File: config.mk
export PLATFORM = sky130hd
export DESIGN_NAME = typed_message_queue_core
export DESIGN_NICKNAME = d
export VERILOG_FILES = /design/src/rtl/tmq_pkg.sv /design/src/rtl/typed_message_queue_core.sv /design/src/rtl/tmq_cell.sv
export SDC_FILE = /design/constraint.sdc
export NUM_CORES = 2
export LEC_CHECK = 0
export BUFFER_PORTS_ARGS = -buffer_cell sky130_fd_sc_hd__buf_2
export CAP_MARGIN = 5
export CORE_MARGIN = 4
export CORE_UTILIZATION = 30
export CTS_BUF_LIST = sky130_fd_sc_hd__clkbuf_16
export CTS_CLUSTER_SIZE = 12
export DETAILED_ROUTE_END_ITERATION = 16
export SYNTH_ARGS = -nofsm -noshare
export SYNTH_HDL_FRONTEND = slang
export SYNTH_HIERARCHICAL = 1
export SYNTH_SLANG_ARGS = --single-unit
File: constraint.sdc
create_clock -name i_clk -period 25.4 [get_ports i_clk]
set_input_delay 2.54 -clock i_clk [delete_from_list [all_inputs] [get_ports i_clk]]
set_output_delay 2.54 -clock i_clk [all_outputs]
set_load 0.01 [all_outputs]
File: src/rtl/tmq_pkg.sv
// ----------------------------------------------------------------------------
// tmq_pkg
// Shared types and constants for the typed message queue: the word formats
// of both channels, the slot contents held in each cell, and the status codes.
// ----------------------------------------------------------------------------
`default_nettype none

package tmq_pkg;

    localparam int SLOTS = 16;
    localparam int CNT_W = $clog2(SLOTS + 1);

    localparam int TYPE_W  = 32;
    localparam int LEN_W   = 16;
    localparam int REF_W   = 32;
    localparam int QCNT_W  = 5;

    localparam logic [LEN_W-1:0] RESET_BYTE_LIMIT = 16'd4096;

    typedef enum logic {
        CMD_SEND = 1'b0,
        CMD_RECV = 1'b1
    } t_cmd;

    typedef enum logic [1:0] {
        ST_OK      = 2'd0,
        ST_FULL    = 2'd1,
        ST_NOMATCH = 2'd2,
        ST_TOOBIG  = 2'd3
    } t_status;

    typedef enum logic {
        S_IDLE = 1'b0,
        S_EXEC = 1'b1
    } t_state;

    typedef struct packed {
        t_cmd                     command;
        logic signed [TYPE_W-1:0] msg_type;
        logic [LEN_W-1:0]         msg_len;
        logic [REF_W-1:0]         payload_ref;
        logic                     truncate_ok;
    } t_in_item;

    typedef struct packed {
        t_status                  status;
        logic signed [TYPE_W-1:0] out_type;
        logic [LEN_W-1:0]         out_len;
        logic [REF_W-1:0]         out_payload_ref;
        logic [QCNT_W-1:0]        queued_count;
    } t_out_item;

    typedef struct packed {
        logic signed [TYPE_W-1:0] msg_type;
        logic [LEN_W-1:0]         msg_len;
        logic [REF_W-1:0]         payload_ref;
    } t_slot;

    // Per-cell control from the queue controller.
    typedef struct packed {
        logic load_en;
        logic shift_en;
    } t_cell_ctl;

endpackage

`default_nettype wire

File: src/rtl/typed_message_queue_core.sv
// ----------------------------------------------------------------------------
// typed_message_queue_core
// Ordered mailbox of typed messages with a byte budget, built as a row of
// slot cells kept packed with the oldest message in cell 0.
//
//   channel | direction | handshake               | word
//   --------+-----------+-------------------------+-----------------
//   in      | input     | i_in_valid / o_in_stall | i_in_item
//   out     | output    | o_out_valid / i_out_stall | o_out_item
//   cfg     | input     | i_cfg_we                | i_cfg_wdata
//
// Each word is first registered; then, in the execute state, every cell
// matches in parallel, the first-match chain picks the oldest hit, and the
// cells compact or append. A finished result waits in the output register
// while the next word is taken; execution waits only while that register is
// still full and stalled. Reset is synchronous and clears all slot valid bits,
// the byte and message counts, and sets the byte limit to 4096.
// ----------------------------------------------------------------------------
`default_nettype none

module typed_message_queue_core (
    input  wire logic                    i_clk,
    input  wire logic                    i_rst_n,
    input  wire logic                    i_in_valid,
    output logic                         o_in_stall,
    input  wire tmq_pkg::t_in_item       i_in_item,
    output logic                         o_out_valid,
    input  wire logic                    i_out_stall,
    output tmq_pkg::t_out_item           o_out_item,
    input  wire logic                    i_cfg_we,
    input  wire logic [tmq_pkg::LEN_W-1:0] i_cfg_wdata
);
    import tmq_pkg::*;

    t_state             r_state, n_state;
    t_in_item           r_item;
    t_out_item          r_out, n_out;
    logic               r_out_valid, n_out_valid;
    logic [LEN_W-1:0]   r_byte_limit;
    logic [LEN_W-1:0]   r_bytes_used, n_bytes_used;
    logic [CNT_W-1:0]   r_count, n_count;

    logic               w_accept;
    logic               w_exec;

    t_slot              w_slot  [SLOTS];
    logic [SLOTS-1:0]   w_valid;
    logic [SLOTS:0]     w_found;
    logic [SLOTS-1:0]   w_first;
    t_cell_ctl          w_ctl   [SLOTS];
    t_slot              w_load;

    t_slot              w_sel_slot;
    logic               w_any;
    logic               w_len_ok;
    logic               w_remove;
    logic               w_fits;
    logic               w_send_ok;

    // ------------------------------------------------------------------
    // Control
    // ------------------------------------------------------------------
    always_comb begin
        n_state = r_state;
        unique case (r_state)
            S_IDLE: begin
                if (i_in_valid) begin
                    n_state = S_EXEC;
                end
            end
            S_EXEC: begin
                if (!r_out_valid || !i_out_stall) begin
                    n_state = S_IDLE;
                end
            end
            default: n_state = S_IDLE;
        endcase
    end

    always_comb begin
        o_in_stall = (r_state != S_IDLE);
        w_exec     = (r_state == S_EXEC) && (!r_out_valid || !i_out_stall);
    end

    assign w_accept = i_in_valid && !o_in_stall;

    always_ff @(posedge i_clk) begin
        if (!i_rst_n) begin
            r_state <= S_IDLE;
        end else begin
            r_state <= n_state;
        end
    end

    always_ff @(posedge i_clk) begin
        if (w_accept) begin
            r_item <= i_in_item;
        end
    end

    always_ff @(posedge i_clk) begin
        if (!i_rst_n) begin
            r_byte_limit <= RESET_BYTE_LIMIT;
        end else if (i_cfg_we) begin
            r_byte_limit <= i_cfg_wdata;
        end
    end

    // ------------------------------------------------------------------
    // Cell row
    // ------------------------------------------------------------------
    assign w_load.msg_type    = r_item.msg_type;
    assign w_load.msg_len     = r_item.msg_len;
    assign w_load.payload_ref = r_item.payload_ref;

    assign w_found[0] = 1'b0;

    for (genvar j = 0; j < SLOTS; j++) begin : g_cell
        t_slot w_next;
        logic  w_next_valid;

        if (j == SLOTS - 1) begin : g_last
            assign w_next       = '0;
            assign w_next_valid = 1'b0;
        end else begin : g_mid
            assign w_next       = w_slot[j+1];
            assign w_next_valid = w_valid[j+1];
        end

        // Every cell at or past the removed one takes its neighbor's message.
        assign w_ctl[j].shift_en = w_exec && w_remove && w_found[j+1];
        assign w_ctl[j].load_en  = w_exec && w_send_ok && (r_count == CNT_W'(j));
        assign w_first[j]        = w_found[j+1] && !w_found[j];

        tmq_cell u_cell (
            .i_clk        (i_clk),
            .i_rst_n      (i_rst_n),
            .i_ctl        (w_ctl[j]),
            .i_load       (w_load),
            .i_next       (w_next),
            .i_next_valid (w_next_valid),
            .i_sel        (r_item.msg_type),
            .i_found_in   (w_found[j]),
            .o_slot       (w_slot[j]),
            .o_valid      (w_valid[j]),
            .o_found_out  (w_found[j+1])
        );
    end

    always_comb begin
        w_sel_slot = '0;
        for (int k = 0; k < SLOTS; k++) begin
            w_sel_slot = w_sel_slot | (w_slot[k] & {$bits(t_slot){w_first[k]}});
        end
    end

    // ------------------------------------------------------------------
    // Step result
    // ------------------------------------------------------------------
    assign w_any     = w_found[SLOTS];
    assign w_len_ok  = (w_sel_slot.msg_len <= r_item.msg_len) || r_item.truncate_ok;
    assign w_remove  = (r_item.command == CMD_RECV) && w_any && w_len_ok;
    assign w_fits    = (r_bytes_used <= r_byte_limit) &&
                       (r_item.msg_len <= (r_byte_limit - r_bytes_used));
    assign w_send_ok = (r_item.command == CMD_SEND) && w_fits &&
                       (r_count < CNT_W'(SLOTS));

    always_comb begin
        n_count      = r_count;
        n_bytes_used = r_bytes_used;
        n_out        = '0;
        if (r_item.command == CMD_SEND) begin
            if (w_send_ok) begin
                n_count      = r_count + 1'b1;
                n_bytes_used = r_bytes_used + r_item.msg_len;
                n_out.status = ST_OK;
            end else begin
                n_out.status = ST_FULL;
            end
        end else if (!w_any) begin
            n_out.status = ST_NOMATCH;
        end else if (!w_len_ok) begin
            n_out.status = ST_TOOBIG;
        end else begin
            n_count               = r_count - 1'b1;
            n_bytes_used          = r_bytes_used - w_sel_slot.msg_len;
            n_out.status          = ST_OK;
            n_out.out_type        = w_sel_slot.msg_type;
            n_out.out_len         = (w_sel_slot.msg_len <= r_item.msg_len) ?
                                    w_sel_slot.msg_len : r_item.msg_len;
            n_out.out_payload_ref = w_sel_slot.payload_ref;
        end
        n_out.queued_count = QCNT_W'(n_count);
    end

    always_ff @(posedge i_clk) begin
        if (!i_rst_n) begin
            r_count      <= '0;
            r_bytes_used <= '0;
        end else if (w_exec) begin
            r_count      <= n_count;
            r_bytes_used <= n_bytes_used;
        end
    end

    // ------------------------------------------------------------------
    // Output register
    // ------------------------------------------------------------------
    always_comb begin
        n_out_valid = r_out_valid && i_out_stall;
        if (w_exec) begin
            n_out_valid = 1'b1;
        end
    end

    always_ff @(posedge i_clk) begin
        if (!i_rst_n) begin
            r_out_valid <= 1'b0;
        end else begin
            r_out_valid <= n_out_valid;
        end
    end

    always_ff @(posedge i_clk) begin
        if (w_exec) begin
            r_out <= n_out;
        end
    end

    assign o_out_valid = r_out_valid;
    assign o_out_item  = r_out;

    // ------------------------------------------------------------------
    // Assertions
    // ------------------------------------------------------------------
    a_count_bound: assert property (@(posedge i_clk) disable iff (!i_rst_n)
        r_count <= CNT_W'(SLOTS))
        else $error("message count above slot count");

    a_valid_count: assert property (@(posedge i_clk) disable iff (!i_rst_n)
        $countones(w_valid) == 32'(r_count))
        else $error("occupied cells disagree with message count");

    a_valid_packed: assert property (@(posedge i_clk) disable iff (!i_rst_n)
        ((w_valid + 1'b1) & w_valid) == '0)
        else $error("occupied cells are not packed at the head");

    a_first_unique: assert property (@(posedge i_clk) disable iff (!i_rst_n)
        $onehot0(w_first))
        else $error("more than one first match");

    a_exec_result: assert property (@(posedge i_clk) disable iff (!i_rst_n)
        w_exec |=> o_out_valid)
        else $error("executed word produced no result");

endmodule

`default_nettype wire

File: src/rtl/tmq_cell.sv
// ----------------------------------------------------------------------------
// tmq_cell
// One queue slot: holds a message, matches it against the receive selector,
// and takes its right neighbor's message when the queue compacts.
// ----------------------------------------------------------------------------
`default_nettype none

module tmq_cell (
    input  wire logic                             i_clk,
    input  wire logic                             i_rst_n,
    input  wire tmq_pkg::t_cell_ctl               i_ctl,
    input  wire tmq_pkg::t_slot                   i_load,
    input  wire tmq_pkg::t_slot                   i_next,
    input  wire logic                             i_next_valid,
    input  wire logic signed [tmq_pkg::TYPE_W-1:0] i_sel,
    input  wire logic                             i_found_in,
    output tmq_pkg::t_slot                        o_slot,
    output logic                                  o_valid,
    output logic                                  o_found_out
);
    import tmq_pkg::*;

    t_slot r_slot;
    logic  r_valid;

    logic signed [TYPE_W:0] w_mag;
    logic signed [TYPE_W:0] w_typ;
    logic                   w_type_ok;
    logic                   w_match;

    // Negative selector: any type not above its magnitude. One extra bit keeps
    // the magnitude of the most negative selector exact.
    assign w_mag = -{i_sel[TYPE_W-1], i_sel};
    assign w_typ = {r_slot.msg_type[TYPE_W-1], r_slot.msg_type};

    always_comb begin
        if (i_sel == '0) begin
            w_type_ok = 1'b1;
        end else if (!i_sel[TYPE_W-1]) begin
            w_type_ok = (r_slot.msg_type == i_sel);
        end else begin
            w_type_ok = (w_typ <= w_mag);
        end
    end

    assign w_match     = r_valid && w_type_ok;
    assign o_found_out = i_found_in || w_match;
    assign o_slot      = r_slot;
    assign o_valid     = r_valid;

    always_ff @(posedge i_clk) begin
        if (!i_rst_n) begin
            r_valid <= 1'b0;
        end else if (i_ctl.shift_en) begin
            r_valid <= i_next_valid;
        end else if (i_ctl.load_en) begin
            r_valid <= 1'b1;
        end
    end

    always_ff @(posedge i_clk) begin
        if (i_ctl.shift_en) begin
            r_slot <= i_next;
        end else if (i_ctl.load_en) begin
            r_slot <= i_load;
        end
    end

endmodule

`default_nettype wire
==> metrics.csv <==
stage,metric,value,unit
run_status,outcome,"complete, but fails checks",
run_status,failing checks,"max-capacitance violations, max-slew violations",
sta,Final Worst Setup Slack,1090,ps
synthesis,post-synthesis cell type with the largest combined area,edfxtp_1,
sta,fin crit share,0.957,
finish,fraction of layout cells with a size suffix above 1,0.255,
sta,minimum clock period,24310,ps
clocking,clock buffer count from CTS,189,
critical_path,Slowest Stage Delay on Critical Path,990,ps
clocking,Sink Count,1504,
critical_path,Worst Path Required,25870,ps
sta,"Slew Viols, Final",5,
placed_design,PortBufs,191,
clocking,clock slew at reported path FFs,60,ps
die,Die X,580,um
routing,via count,79249,
clocking,Post-CTS Setup Repair Bufs,0,
clocking,Resize count post-CTS,0,
sta,Hold Fails Final Rpt,0,
global_routing,largest net degree at the start of global routing,92,
routing,Post-route DRC,0,
worst_hold_path,Tightest Hold Check Type,reg -> reg,
synthesis,"Avg Cell Area, Syn",12.2,sq um
critical_path,crit start category,flop,
synthesis,number of enable flip-flop cells after synthesis,1449,
sta,setup TNS,0,ps
global_routing,initial antenna violation count,55,
global_routing,grt ovf,0,
flow_run,max cap viols,3,
clocking,CTS Buffer Depth,4,
clocking,TritonCTS clock tree,done,
synthesis,Post-Syn Area,98200,sq um
finish,"Design Area, Final",112000,sq um
routing,total routed wirelength,483000,um
die,die height,580,um
sta,RSZ-0062 raised after global routing,no,
sta,clk_skew,161,ps
power,leakage,39.8,nW
global_routing,gr usage total,0.273,
routing,drt initial violations,11178,
routing,routed vias/inst,6.15,
finish,filler cell count,31967,
synthesis,top-count cell post-synth,edfxtp_1,
synthesis,Yosys top cell area share,0.443,
global_routing,vias in the first global route,76212,
critical_path,Crit. End Element,flop,
routing,Initial DRT Pass Iterations,7,
synthesis,number of synthesized register bits,1504,
placed_design,RePlAce Congestion,1.04,
placed_design,hpwl dp,330000,um
finish,multi-input logic area,52200,sq um
synthesis,post-synthesis sequential area ratio,0.454,
placed_design,pre-CTS setup slack,2130,ps
finish,area delta synth->final,13.7,%
finish,nets,9111,
placed_design,dpl cell area,106000,sq um
die,Initial Util,0.302,
power,peak supply drop,0.0670,mV
sta,worst-margin pin slew,1510,ps
finish,Reg area,44600,sq um
sta,slew margin rel.,-0.0222,
die,Core ar.,325000,sq um
critical_path,cell with the most instances on the worst path,o21ai_0,
sta,fmax,41.1,MHz
clocking,Max H-tree Level,4,
routing,Final ANT Viol Nets,0,
clocking,Worst-Skew Late Latency,950,ps
critical_path,Crit-path slowest cell,o21ai_0,
synthesis,ys async rst share,0,
clocking,cts hold-fix bufs,0,
synthesis,synthesized instance count,8031,
synthesis,ys flop type,edfxtp_1,
synthesis,count of cell types in the netlist,76,
routing,drt wl/cell,37.4,um
die,site row count,209,
power,Tot Pwr,7.53,mW
die,boundary pin count,192,
clocking,CTS Root Cell,clkbuf_16,
die,full die area,337000,sq um
critical_path,worst path arrival time,24780,ps
sta,# setup viols final,0,
critical_path,Crit Path Category,reg -> reg,
synthesis,Synth top cells by count,"1449 x edfxtp_1, 1280 x mux2_2, 614 x ha_1, 586 x xor2_1, 397 x xnor2_1",
synthesis,"top cells by area, synth","edfxtp_1 44%, mux2_2 15%, ha_1 7.8%, xor2_1 5.2%, xnor2_1 3.5%",
power,PwrDens,67.4,nW/um^2
synthesis,yosys warns,6,
critical_path,CP max FO,36,
global_routing,global-route wire length before repair,649000,um
## final cells by class
cell class              count  area share
flip-flops and latches   1504       0.399
well taps                4325      0.0484
repair buffers            437      0.0269
clock buffers             192      0.0430
clock inverters           145      0.0102
diodes                     26    0.000582
multi-input cells        6132       0.467
inverters                 128     0.00435
## registers in the layout, indices dropped and copies added (netlist names)
name	cells
g_cell.u_cell/o_slot	1280
o_out_item	87
r_item	82
g_cell.u_cell/o_valid	16
r_byte_limit	16
r_bytes_used	16
r_count	5
o_in_stall	1
o_out_valid	1
## routing by layer
metal,share of wire,track usage,wire length (um)
met2,0.43,0.416,209000
met5,0.00019,0,92
met3,0.11,0.0657,51300
met4,0.076,0.174,36700
met1,0.38,0.348,185000
## stage by stage
step	cells	hold slack [ps]	util
after global routing	12868	516	0.344
final	12889	482	0.344
after detailed placement	12525	478	0.325
after floorplan	8113	449	-
after global placement	12525	468	0.325
after CTS	12862	486	0.343
## power breakdown
group,switching [mW],internal [mW]
combinational,1.15,0.611
sequential,0.186,2.91
clock,1.17,1.50
## cell usage in the layout, fill, tap and decap left out, types with 173 or more instances in the layout
cell type and count:
nor4_1 222, a221oi_1 188, mux2_2 1280, inv_1 173, a21oi_1 210, clkbuf_16 192
nand2_1 254, xnor2_1 397, ha_1 614, nor2_1 317, buf_4 229, a22oi_1 261
a22o_1 186, edfxtp_1 1449, nand4_1 234, buf_2 191, xor2_1 586
## critical path: cells and delay by family, from the launching register on
| kind | cells | cell delay (ps) |
|---|---|---|
| buffers and inverters | 18 | 4610 |
| adder cells (fa/ha/maj) | 2 | 560 |
| AND/OR/NAND/NOR | 15 | 5630 |
| flip-flops | 1 | 350 |
| AO/OA/AOI/OAI | 50 | 12340 |
| XOR/XNOR | 1 | 140 |
## path summary, 6_finish.rpt
kind / start / endpoint / slack [ps] / cells past startpoint
max: r_item[62]$_DFFE_PP_ / g_cell[1].u_cell/o_slot[79]$_DFFE_PP_ / 1090 / 86
min: r_bytes_used[9]$_SDFFE_PN0P_ / r_bytes_used[9]$_SDFFE_PN0P_ / 480 / 2
max reg2reg: r_item[62]$_DFFE_PP_ / g_cell[1].u_cell/o_slot[79]$_DFFE_PP_ / 1090 / 86
min reg2reg: r_bytes_used[9]$_SDFFE_PN0P_ / r_bytes_used[9]$_SDFFE_PN0P_ / 480 / 2
## cell families (layout without fill, tap and decap cells)
| family | Yosys count | after routing | share of synthesized area |
|---|---|---|---|
| and+or+nand+nor | 1818 | 1818 | 0.111 |
| DFF | 1504 | 1504 | 0.454 |
| AOI/OAI and AO/OA | 1334 | 1334 | 0.0988 |
| muxes | 1298 | 1298 | 0.149 |
| xor gates and xnor gates | 983 | 983 | 0.0877 |
| adders and majority gates | 616 | 616 | 0.0786 |
| buffers and inverters | 477 | 902 | 0.0208 |
| other | 1 | 109 | 0.0000382 |
Note: power is estimated with default switching activity, not from simulation.
